[config.mk]
export PLATFORM = sky130hd
export DESIGN_NAME = indexed_array_table
export DESIGN_NICKNAME = d
export VERILOG_FILES = /design/src/sv/iat_pkg.sv /design/src/sv/indexed_array_table.sv /design/src/sv/iat_cmp.sv /design/src/sv/iat_core.sv
export SDC_FILE = /design/constraint.sdc
export NUM_CORES = 1
export LEC_CHECK = 0
export BUFFER_PORTS_ARGS = -buffer_cell sky130_fd_sc_hd__buf_2
export CAP_MARGIN = 20
export CORE_MARGIN = 5
export CORE_UTILIZATION = 65
export DETAILED_ROUTE_END_ITERATION = 12
export HOLD_SLACK_MARGIN = 0.15
export PLACE_DENSITY_LB_ADDON = 0.1
export REMOVE_ABC_BUFFERS = 1
export SETUP_SLACK_MARGIN = 0.1
export SYNTH_ARGS = -nofsm -noshare
export SYNTH_HDL_FRONTEND = slang
export SYNTH_SLANG_ARGS = --single-unit
[constraint.sdc]
create_clock -name clk -period 18.5 [get_ports clk]
set_clock_uncertainty 0.2 [all_clocks]
set_input_delay 4.625 -clock clk [delete_from_list [all_inputs] [get_ports clk]]
set_output_delay 4.625 -clock clk [all_outputs]
set_load 0.01 [all_outputs]
[src/sv/iat_pkg.sv]
// Shared types and constants for the indexed array table.
// Used by iat_cmp, iat_core and the indexed_array_table top level.
package iat_pkg;

	localparam int DEPTH = 16;
	localparam int IDX_W = 4;
	localparam int CNT_W = 5;
	localparam int POS_W = 5;
	localparam int VAL_W = 32;

	typedef enum logic [2:0] {
		CMD_INSERT  = 3'd0,
		CMD_DELETE  = 3'd1,
		CMD_UPDATE  = 3'd2,
		CMD_SEARCH  = 3'd3,
		CMD_SORT    = 3'd4,
		CMD_READOUT = 3'd5
	} cmd_t;

	typedef enum logic [2:0] {
		ST_DONE   = 3'd0,
		ST_MISS   = 3'd1,
		ST_REJECT = 3'd2,
		ST_ENTRY  = 3'd3,
		ST_EMPTY  = 3'd4
	} status_t;

	typedef struct packed {
		logic eq;
		logic lt;
	} cmp_t;

	typedef struct packed {
		status_t           status;
		logic [IDX_W-1:0]  found_index;
		logic [VAL_W-1:0]  entry_value;
		logic [CNT_W-1:0]  entry_count;
		logic              last;
	} res_t;

endpackage

[src/sv/indexed_array_table.sv]
// Indexed array table: an ordered list of up to 16 signed 32-bit entries
// kept in a small memory and worked on by one sequencer and one comparator.
//
// Commands arrive on the s_ channel (command in s_tuser, position and value
// in s_tdata); results leave on the m_ channel with the status in m_tuser
// and m_tlast on the final result of each command. One command is taken at
// a time: s_tready is high only while the sequencer is idle.
// Each command is worked step by step on the memory: an update writes the
// entry straight from idle; an insert shifts the entries from the end down
// to the position, then writes the new value; a delete shifts the entries
// above the position down by one place; a search examines entries from the
// front until one equals the key; the sort compares every pair (i, j) with
// i < j and swaps them when entry j is less; a readout gives one result per
// entry.
// The memory has one write port, so every shift step is a read then a write.
// Results pass through a one-deep output register, so the sequencer can
// finish while the previous result waits; a stalled receiver holds m_ data
// steady and, once that register is full, holds the sequencer as well.
// Reset empties the list; entry contents are not cleared.
module indexed_array_table
	import iat_pkg::*;
(
	input  logic        clk,
	input  logic        arst_n,
	input  logic        s_tvalid,
	output logic        s_tready,
	input  logic [39:0] s_tdata,   // position [4:0], value [36:5], zero [39:37]
	input  logic [2:0]  s_tuser,   // command [2:0]
	output logic        m_tvalid,
	input  logic        m_tready,
	output logic [47:0] m_tdata,   // found_index [3:0], entry_value [35:4],
	                               // entry_count [40:36], zero [47:41]
	output logic [2:0]  m_tuser,   // status [2:0]
	output logic        m_tlast
);

	logic res_valid;
	logic res_ready;
	res_t res;
	res_t out_q;
	logic out_valid_q;

	iat_core u_core (
		.clk       (clk),
		.arst_n    (arst_n),
		.in_valid  (s_tvalid),
		.in_ready  (s_tready),
		.in_cmd    (s_tuser),
		.in_pos    (s_tdata[POS_W-1:0]),
		.in_val    (s_tdata[POS_W+VAL_W-1:POS_W]),
		.res_valid (res_valid),
		.res_ready (res_ready),
		.res       (res)
	);

	// The output register takes a new result whenever it is empty or its
	// current contents are being transferred out in this cycle.
	assign res_ready = !out_valid_q || m_tready;

	always_ff @(posedge clk or negedge arst_n) begin
		if (!arst_n) begin
			out_valid_q <= 1'b0;
		end else if (res_ready) begin
			out_valid_q <= res_valid;
		end
	end

	always_ff @(posedge clk) begin
		if (res_ready && res_valid) begin
			out_q <= res;
		end
	end

	assign m_tvalid = out_valid_q;
	assign m_tuser  = 3'(out_q.status);
	assign m_tlast  = out_q.last;
	assign m_tdata  = {7'd0, out_q.entry_count, out_q.entry_value, out_q.found_index};

endmodule

[src/sv/iat_cmp.sv]
// Shared comparator for the indexed array table: equality and signed less-than.
// Depends on iat_pkg for the value width and the result struct.
module iat_cmp
	import iat_pkg::*;
(
	input  logic signed [VAL_W-1:0] a,
	input  logic signed [VAL_W-1:0] b,
	output cmp_t                    res
);

	assign res.eq = (a == b);
	assign res.lt = (a < b);

endmodule

[src/sv/iat_core.sv]
// Command sequencer and entry memory of the indexed array table.
// Depends on iat_pkg and drives one shared iat_cmp comparator.
module iat_core
	import iat_pkg::*;
(
	input  logic                    clk,
	input  logic                    arst_n,
	input  logic                    in_valid,
	output logic                    in_ready,
	input  logic [2:0]              in_cmd,
	input  logic [POS_W-1:0]        in_pos,
	input  logic [VAL_W-1:0]        in_val,
	output logic                    res_valid,
	input  logic                    res_ready,
	output res_t                    res
);

	typedef enum logic [3:0] {
		S_IDLE,
		S_INS_LOOP,
		S_INS_WR,
		S_DEL_LOOP,
		S_DEL_WR,
		S_SRCH_LOOP,
		S_SRCH_CHK,
		S_SORT_LOOP,
		S_SORT_CMP,
		S_SORT_SWP,
		S_RDO_LOOP,
		S_RDO_OUT,
		S_RESP
	} state_t;

	state_t              state_q;
	logic [POS_W-1:0]    pos_q;
	logic [VAL_W-1:0]    val_q;
	logic [CNT_W-1:0]    count_q;
	logic [CNT_W-1:0]    i_q;
	logic [CNT_W-1:0]    j_q;
	status_t             status_q;
	logic [IDX_W-1:0]    idx_q;
	logic [VAL_W-1:0]    rval_q;

	logic [VAL_W-1:0]    mem [DEPTH];
	logic [VAL_W-1:0]    rd_a_q;
	logic [VAL_W-1:0]    rd_b_q;

	logic                we;
	logic [IDX_W-1:0]    wa;
	logic [VAL_W-1:0]    wd;
	logic                rd_en;
	logic [IDX_W-1:0]    ra;
	logic [IDX_W-1:0]    rb;

	logic [CNT_W-1:0]    i_inc;
	logic [CNT_W-1:0]    i_dec;
	logic [CNT_W-1:0]    pos_ext;
	logic                full;
	logic                pos_in_range;
	logic                pos_ins_ok;
	logic [VAL_W-1:0]    cmp_a;
	logic [VAL_W-1:0]    cmp_b;
	cmp_t                cmp;

	assign i_inc        = i_q + CNT_W'(1);
	assign i_dec        = i_q - CNT_W'(1);
	assign pos_ext      = CNT_W'(in_pos);
	assign full         = (count_q == CNT_W'(DEPTH));
	assign pos_in_range = (pos_ext < count_q);
	assign pos_ins_ok   = !full && (pos_ext <= count_q);

	// During the sort the pair is compared as (entry j < entry i); a search
	// compares the fetched entry against the key.
	assign cmp_a = (state_q == S_SORT_CMP) ? rd_b_q : rd_a_q;
	assign cmp_b = (state_q == S_SORT_CMP) ? rd_a_q : val_q;

	iat_cmp u_cmp (
		.a   (cmp_a),
		.b   (cmp_b),
		.res (cmp)
	);

	always_comb begin
		we    = 1'b0;
		wa    = i_q[IDX_W-1:0];
		wd    = rd_a_q;
		rd_en = 1'b0;
		ra    = i_q[IDX_W-1:0];
		rb    = j_q[IDX_W-1:0];
		unique case (state_q)
			S_IDLE: begin
				if (in_valid && in_cmd == CMD_UPDATE && pos_in_range) begin
					we = 1'b1;
					wa = in_pos[IDX_W-1:0];
					wd = in_val;
				end
			end
			S_INS_LOOP: begin
				if (i_q > pos_q) begin
					rd_en = 1'b1;
					ra    = i_dec[IDX_W-1:0];
				end else begin
					we = 1'b1;
					wa = pos_q[IDX_W-1:0];
					wd = val_q;
				end
			end
			S_INS_WR: begin
				we = 1'b1;
			end
			S_DEL_LOOP: begin
				rd_en = 1'b1;
				ra    = i_inc[IDX_W-1:0];
			end
			S_DEL_WR: begin
				we = 1'b1;
			end
			S_SRCH_LOOP, S_RDO_LOOP: begin
				rd_en = 1'b1;
			end
			S_SORT_LOOP: begin
				rd_en = (i_q < count_q) && (j_q < count_q);
			end
			S_SORT_CMP: begin
				if (cmp.lt) begin
					we = 1'b1;
					wd = rd_b_q;
				end
			end
			S_SORT_SWP: begin
				we = 1'b1;
				wa = j_q[IDX_W-1:0];
			end
			S_SRCH_CHK, S_RDO_OUT, S_RESP: begin
			end
			default: begin
			end
		endcase
	end

	always_ff @(posedge clk) begin
		if (we) begin
			mem[wa] <= wd;
		end
		if (rd_en) begin
			rd_a_q <= mem[ra];
			rd_b_q <= mem[rb];
		end
	end

	always_ff @(posedge clk or negedge arst_n) begin
		if (!arst_n) begin
			state_q  <= S_IDLE;
			count_q  <= '0;
			pos_q    <= '0;
			val_q    <= '0;
			i_q      <= '0;
			j_q      <= '0;
			status_q <= ST_DONE;
			idx_q    <= '0;
			rval_q   <= '0;
		end else begin
			unique case (state_q)
				S_IDLE: begin
					if (in_valid) begin
						pos_q  <= in_pos;
						val_q  <= in_val;
						idx_q  <= '0;
						rval_q <= '0;
						i_q    <= '0;
						j_q    <= CNT_W'(1);
						case (in_cmd)
							CMD_INSERT: begin
								if (pos_ins_ok) begin
									i_q     <= count_q;
									state_q <= S_INS_LOOP;
								end else begin
									status_q <= ST_REJECT;
									state_q  <= S_RESP;
								end
							end
							CMD_DELETE: begin
								if (pos_in_range) begin
									i_q     <= pos_ext;
									state_q <= S_DEL_LOOP;
								end else begin
									status_q <= ST_REJECT;
									state_q  <= S_RESP;
								end
							end
							CMD_UPDATE: begin
								status_q <= pos_in_range ? ST_DONE : ST_REJECT;
								state_q  <= S_RESP;
							end
							CMD_SEARCH: begin
								state_q <= S_SRCH_LOOP;
							end
							CMD_SORT: begin
								state_q <= S_SORT_LOOP;
							end
							CMD_READOUT: begin
								if (count_q == '0) begin
									status_q <= ST_EMPTY;
									state_q  <= S_RESP;
								end else begin
									state_q <= S_RDO_LOOP;
								end
							end
							default: begin
								status_q <= ST_REJECT;
								state_q  <= S_RESP;
							end
						endcase
					end
				end
				S_INS_LOOP: begin
					if (i_q > pos_q) begin
						state_q <= S_INS_WR;
					end else begin
						count_q  <= count_q + CNT_W'(1);
						status_q <= ST_DONE;
						state_q  <= S_RESP;
					end
				end
				S_INS_WR: begin
					i_q     <= i_dec;
					state_q <= S_INS_LOOP;
				end
				S_DEL_LOOP: begin
					if (i_inc < count_q) begin
						state_q <= S_DEL_WR;
					end else begin
						count_q  <= count_q - CNT_W'(1);
						status_q <= ST_DONE;
						state_q  <= S_RESP;
					end
				end
				S_DEL_WR: begin
					i_q     <= i_inc;
					state_q <= S_DEL_LOOP;
				end
				S_SRCH_LOOP: begin
					if (i_q < count_q) begin
						state_q <= S_SRCH_CHK;
					end else begin
						status_q <= ST_MISS;
						state_q  <= S_RESP;
					end
				end
				S_SRCH_CHK: begin
					if (cmp.eq) begin
						status_q <= ST_DONE;
						idx_q    <= i_q[IDX_W-1:0];
						rval_q   <= rd_a_q;
						state_q  <= S_RESP;
					end else begin
						i_q     <= i_inc;
						state_q <= S_SRCH_LOOP;
					end
				end
				S_SORT_LOOP: begin
					if (i_q < count_q) begin
						if (j_q < count_q) begin
							state_q <= S_SORT_CMP;
						end else begin
							i_q <= i_inc;
							j_q <= i_q + CNT_W'(2);
						end
					end else begin
						status_q <= ST_DONE;
						state_q  <= S_RESP;
					end
				end
				S_SORT_CMP: begin
					if (cmp.lt) begin
						state_q <= S_SORT_SWP;
					end else begin
						j_q     <= j_q + CNT_W'(1);
						state_q <= S_SORT_LOOP;
					end
				end
				S_SORT_SWP: begin
					j_q     <= j_q + CNT_W'(1);
					state_q <= S_SORT_LOOP;
				end
				S_RDO_LOOP: begin
					state_q <= S_RDO_OUT;
				end
				S_RDO_OUT: begin
					if (res_ready) begin
						if (i_inc == count_q) begin
							state_q <= S_IDLE;
						end else begin
							i_q     <= i_inc;
							state_q <= S_RDO_LOOP;
						end
					end
				end
				S_RESP: begin
					if (res_ready) begin
						state_q <= S_IDLE;
					end
				end
				default: begin
					state_q <= S_IDLE;
				end
			endcase
		end
	end

	assign in_ready  = (state_q == S_IDLE);
	assign res_valid = (state_q == S_RESP) || (state_q == S_RDO_OUT);

	always_comb begin
		if (state_q == S_RDO_OUT) begin
			res.status      = ST_ENTRY;
			res.found_index = i_q[IDX_W-1:0];
			res.entry_value = rd_a_q;
			res.last        = (i_inc == count_q);
		end else begin
			res.status      = status_q;
			res.found_index = idx_q;
			res.entry_value = rval_q;
			res.last        = 1'b1;
		end
		res.entry_count = count_q;
	end

endmodule

# --- Word level (Yosys, flattened, before mapping) ---
# Memory sizes are Yosys's and may differ from the RTL's. A register that Yosys moved wholly into a read port is not among the register bits.
# Index checks and enable logic that the tools add are counted.
word_totals:
  register_bits: 141
  ramBits: 512
  in_bits: 47
  output_inout_bits: 54
  elab_cells: 166
  mem_count: 1
memory_table:
  columns: ["name", "depth", "width", "read_ports", "rd_ports_with_merged_regs", "wr", "line_no", "text"]
  rows:
  - ["u_core.mem", 16, 32, 2, 2, 1, "iat_core.sv:44", "logic [VAL_W-1:0] mem [DEPTH];"]
classes:
  add_sub_neg: 6
  order_cmp: 7
  eq_ne: 38
  n_mux: 72
  n_reduce_logical: 27
op_table:
  columns: ["operator", "n"]
  rows:
  - ["32-bit two-way mux", 7]
  - ["32-bit case mux with 3 select lines", 1]
  - ["4-bit two-way mux", 18]
  - ["5-bit two-way mux", 14]
  - ["32-bit case mux with 2 select lines", 1]
  - ["4-bit case mux with 13 select lines", 1]
  - ["36-bit two-way mux", 1]
  - ["32-bit equality test", 1]
  - ["32-bit less-than comparator", 1]
  - ["3-bit two-way mux", 10]
  - ["5-bit case mux with 6 select lines", 1]
  - ["2-bit != test (second input constant)", 12]
  - ["4-bit equality test (second input constant)", 5]
  - ["5-bit less-than comparator", 4]
  - ["4-bit case mux with 5 select lines", 1]
  - ["5-bit case mux with 2 select lines", 2]
  - ["5-bit case mux with 4 select lines", 1]
  - ["3-bit case mux with 6 select lines", 1]
  - ["4-bit by 3-bit equality test with 1-bit output (second input constant)", 4]
  - ["4-bit case mux with 2 select lines", 2]
  - ["5-bit by 1-bit adder with 5-bit output (second input constant)", 3]
  - ["3-bit case mux with 5 select lines", 1]
  - ["4-bit case mux with 3 select lines", 1]
  - ["6-bit nonzero test", 2]
  - ["other kinds (34)", 55]

# --- Longest topological paths before layout ---
logic_depth:
  depth_word: 7
  mapped_depth: 20
  ltp_nobuf: 15

# --- Modules after synthesis ---
# From an unflattened synthesis, not the netlist that was laid out.
hier_totals:
  cells_unflattened: 2251
  hier_area_um2: 35068.6
by_module_without_submodules:
  columns: ["mod", "instances", "cells_each", "area_each_um2", "seq_area_each_um2"]
  rows:
  - ["iat_core", 1, 2081, 32786.4, 19673.9]
  - ["indexed_array_table", 1, 57, 1461.4, 1376.3]
  - ["iat_cmp", 1, 113, 820.8, 0.0]

# --- Worst setup path after synthesis ---
# Ideal clock, no wire load.
synth_path:
  path_type: "input port to flip-flop"
  startpoint: "input port s_tvalid"
  endpoint: "memory u_core.mem[15][0] (enable)"
  setup_time_ps: 461
  arrival_time_ps: 9903
  required_time_ps: 17839
  slack_ps: 7936
  cell_stages: 16
  n_path_buf: 3
  path_cell_list: "o21ai_0 -> nor2_1 -> clkbuf_1 -> clkbuf_1 -> clkbuf_1 -> nand2_1 -> nand2_1 -> ha_1 -> a21oi_1 -> a311oi_1 -> a211o_1 -> o31a_1 -> o22ai_1 -> a211o_1 -> or3b_1 -> nor3_1"
synth_between:
  elab_chain_len: 6
  elab_cells_between_ends: 8
  classes_between: "6 x mux; 2 x reduce/logical"
synth_rtl:
  columns: ["element", "line_no", "text"]
  rows:
  - ["start, declared", "indexed_array_table.sv:25", "input logic s_tvalid,"]
  - ["1-bit logical AND * (2 in series)", "iat_core.sv:92", "if (in_valid && in_cmd == CMD_UPDATE && pos_in_range) begin"]
  - ["1-bit two-way mux", "iat_core.sv:92", null]
  - ["1-bit case mux with 4 select lines", "iat_core.sv:90", "unique case (state_q)"]
  - ["1-bit two-way mux", "iat_core.sv:142", "if (we) begin"]
  - ["1-bit two-way mux (not written as such)", "iat_core.sv:143", "mem[wa] <= wd;"]
  - ["end, declared", "iat_core.sv:44", null]
# Mark *: on every way between the ends. The rest lies on a longest branch, timed or not.

# --- Worst setup path after layout ---
layout_path:
  startpoint: "input port s_tvalid"
  endpoint: "memory u_core.mem[5][15] (enable)"
# The elaborated chain is that of the path after synthesis.

==> run metrics <==
EDFF count, synth 621; remaining global-route overflow 0; hold-fix buffers at CTS 0; Placed Cells incl. Taps 3403; count of different cell masters after synthesis 71; DR vias 25965; non-filler instance count after layout 3542; Final ANT Viol Nets 0; CTS buffer count 75; H-tree depth 3; Synth warnings 0; switching share of power 0.4254; routed wire length 109400 um; initial antenna violation count 2; crit-path max FO 42; Hold Crit Class reg -> reg; Tmin final 9.928 ns; Mapped Cells 2720; Die ar. 0.06033 mm^2; status finished clean; Combinational Power Share 0.483; Mean Syn Cell Area 13.27 um^2; Total GRT Usage 0.3601; worst path bufs/invs 3; die height 245.6 um; worst skew pair latency 0.62 ns; Psw 0.003590 W; CTS root buf clkbuf_16; Critical Path Start Type primary input; Setup Viol. Count Final 0; part of the cycle the worst path needs 0.5366; Crit Path Category in -> reg; setup TNS 0 ns; Highest Clock Rate 0.1007 GHz; sequential area share after synthesis 0.5833; post-synth top area share 0.5167; Final Hold Vio Count 0; top_reg_cell synth edfxtp_1; post-DP HPWL 58990 um; Synth Register Bits 717; Clock transition at path regs 0.05 ns; Residual DRC 0; Seq pwr share 0.345; Hold WS 0.2735 ns; DRT iter0 DRCs 3805; vias in the first global route 25618; Layout Nets 2845; Lkg Pwr 14.46 nW; dominant cells by area after synthesis edfxtp_1, mux4_2, dfrtp_1, nand3_1, mux2i_1; Resize count post-CTS 0; most frequent cell after synthesis edfxtp_1; MaxCap Viol Count 0; slowest stage cell, crit path nor2_4; most frequent cells after synthesis edfxtp_1, nand2_1, nand3_1; Slew HR 0.2152; clk sink count 717; crit-path max cell delay 0.77 ns; CTS tree done; FFs w/ async S/R, synth 0.1339; Rows 86; RSZ-0062 raised after global routing false; Final GP Congestion 0.9048; Die X 245.6 um; synthesized area 0.03609 mm^2; clock network fraction of design power 0.172; delay-heaviest family, CP simple AND/OR/NAND/NOR gates; PD cells 212.7 mW/mm^2; Clock Tree Buf Depth 3; antenna cells 0; I/O Buffers 90; I/O pins 101; CP arrival 9.97 ns; core area 0.05509 mm^2; area grow syn2layout 9.961%; crit path cell chain buf_2 -> o21ai_0 -> nor2_4 -> buf_4 -> nand2_1 -> nand2_1 -> ha_1 -> nand4_1 -> a311oi_1 -> a211o_1 -> o31a_1 -> o22ai_4 -> a211o_1 -> nand3_1 -> nor2_4 -> buf_4; Peak VDD IR 0.0002106 V; 1st-pass router iterations 6; first-pass GRT wire length 161200 um; largest net degree at the start of global routing 162; Tightest Pin Transition 1.173 ns; largest area contributor in the netlist edfxtp_1; Starting Density 0.6550; Internal Power 0.004850 W; Setup Fix Bufs, Post-CTS 0; Routed wire per std cell 30.88 um; share of cells above drive strength 1 0.2022; drt via density 7.331; Setup crit end kind register; Worst EP required 18.54 ns; Slew Viols, Final 0
==> sequential cells by signal (all words and copies together) (netlist names), 4 cells and up <==
name / count
u_core.mem: 512
u_core.count_q: 5
u_core.idx_q: 4
u_core.pos_q: 5
m_tdata: 41
u_core.rd_b_q: 32
u_core.rd_a_q: 32
u_core.state_q: 4
u_core.j_q: 5
u_core.val_q: 32
u_core.i_q: 5
u_core.rval_q: 32
==> worst paths after layout <==
kind	startpoint	to	slack (ns)	cells after the start
worst max-delay path	s_tvalid	u_core.mem[5][15]$_DFFE_PP_	8.57	16
worst min-delay path	u_core.status_q[2]$_DFFE_PN0P_	u_core.status_q[2]$_DFFE_PN0P_	0.27	2
worst max register to register	u_core.state_q[1]$_DFFE_PN0P_	u_core.mem[5][15]$_DFFE_PP_	10.96	16
worst min register to register	u_core.status_q[2]$_DFFE_PN0P_	u_core.status_q[2]$_DFFE_PN0P_	0.27	2
max in group asynchronous	arst_n	u_core.j_q[1]$_DFFE_PN0P_	12.80	2
min in group asynchronous	arst_n	u_core.count_q[3]$_DFFE_PN0P_	3.84	1
==> cells in the final DEF (no fill, tap or decap), drive strengths merged, types with 4 or more instances in the layout <==
| cell type | Yosys | routed |
|---|---|---|
| nand2b | 9 | 9 |
| a21o | 14 | 14 |
| inv | 28 | 31 |
| dfrtp | 96 | 96 |
| a2111oi | 36 | 36 |
| xnor2 | 10 | 10 |
| conb | 1 | 7 |
| nor2 | 52 | 52 |
| nor3 | 16 | 16 |
| and3 | 73 | 73 |
| o221ai | 7 | 7 |
| clkinv | 0 | 26 |
| nor2b | 7 | 7 |
| o21ai | 202 | 202 |
| ha | 65 | 65 |
| clkbuf | 147 | 108 |
| nand2 | 317 | 317 |
| a211oi | 43 | 43 |
| a31oi | 6 | 6 |
| buf | 68 | 144 |
| and2 | 6 | 6 |
| a22oi | 7 | 7 |
| nand4 | 46 | 46 |
| edfxtp | 621 | 621 |
| a32o | 34 | 34 |
| a21boi | 4 | 4 |
| a211o | 36 | 36 |
| mux2i | 129 | 129 |
| a21oi | 74 | 74 |
| nand3 | 279 | 279 |
| a221oi | 5 | 5 |
| nor3b | 6 | 6 |
| mux4 | 160 | 160 |
| mux2 | 70 | 70 |
| o21a | 5 | 5 |
==> layer usage <==
layer	vias up	wire (um)	track usage	share of wire
li1	10695	-	-	-
met4	0	6209	0.1776	0.057
met3	425	13490	0.08185	0.12
met2	2022	51300	0.5660	0.47
met1	12823	38390	0.4817	0.35
met5	-	0	0	0
==> cells by family (layout without fill, tap and decap cells) <==
group           count (synthesis)  in the layout  share of synthesized area
compound gates                491            491                    0.09483
xor+xnor                       13             13                   0.003155
fa+ha+maj                      66             66                    0.02309
buf+inv                       243            311                    0.02843
flops                         717            717                     0.5833
mux                           359            359                     0.1575
other cells                     1              7                  0.0001039
simple gates                  830            830                     0.1096
==> power by group through the flow <==
| stage | sequential (W) | combinational (W) | clock (W) |
|---|---|---|---|
| after detailed placement | 0.00292 | 0.00396 | 0 |
| after global routing | 0.00294 | 0.00432 | 0.00154 |
| final | 0.00291 | 0.00408 | 0.00145 |
| after CTS | 0.00289 | 0.00398 | 0.00147 |
| after global placement | 0.00290 | 0.00385 | 0 |
| after floorplan | 0.00293 | 0.00268 | 0 |
==> final cells by class <==
cell class	count	area, um^2
repair buffers	144	895.9
inverters	28	105.1
clock inverters	31	226.5
fillers	3638	15410
flip-flops and latches	717	21060
multi-input cells	1766	14330
clock buffers	108	2126
well taps	748	935.9
==> tightest hold or removal path: stages (launching register included) <==
cell	delay (ns)
dfrtp_1	0.34
nand2_1	0.04
o21ai_0	0.06
==> metrics by stage <==
| stage | utilization | setup slack, ns | instance area, um^2 | power, W |
|---|---|---|---|---|
| 6_report | 0.7203 | 8.572 | 39680 | 0.008440 |
| 4_1_cts | 0.7203 | 8.754 | 39680 | 0.008341 |
| 3_3_place_gp | 0.6776 | 8.189 | 37330 | 0.006750 |
| 3_5_place_dp | 0.6776 | 8.157 | 37330 | 0.006883 |
| 2_1_floorplan | - | 6.376 | 35190 | 0.005608 |
| 5_1_grt | 0.7203 | 8.552 | 39680 | 0.008796 |
Note: power is estimated with default switching activity, not from simulation.
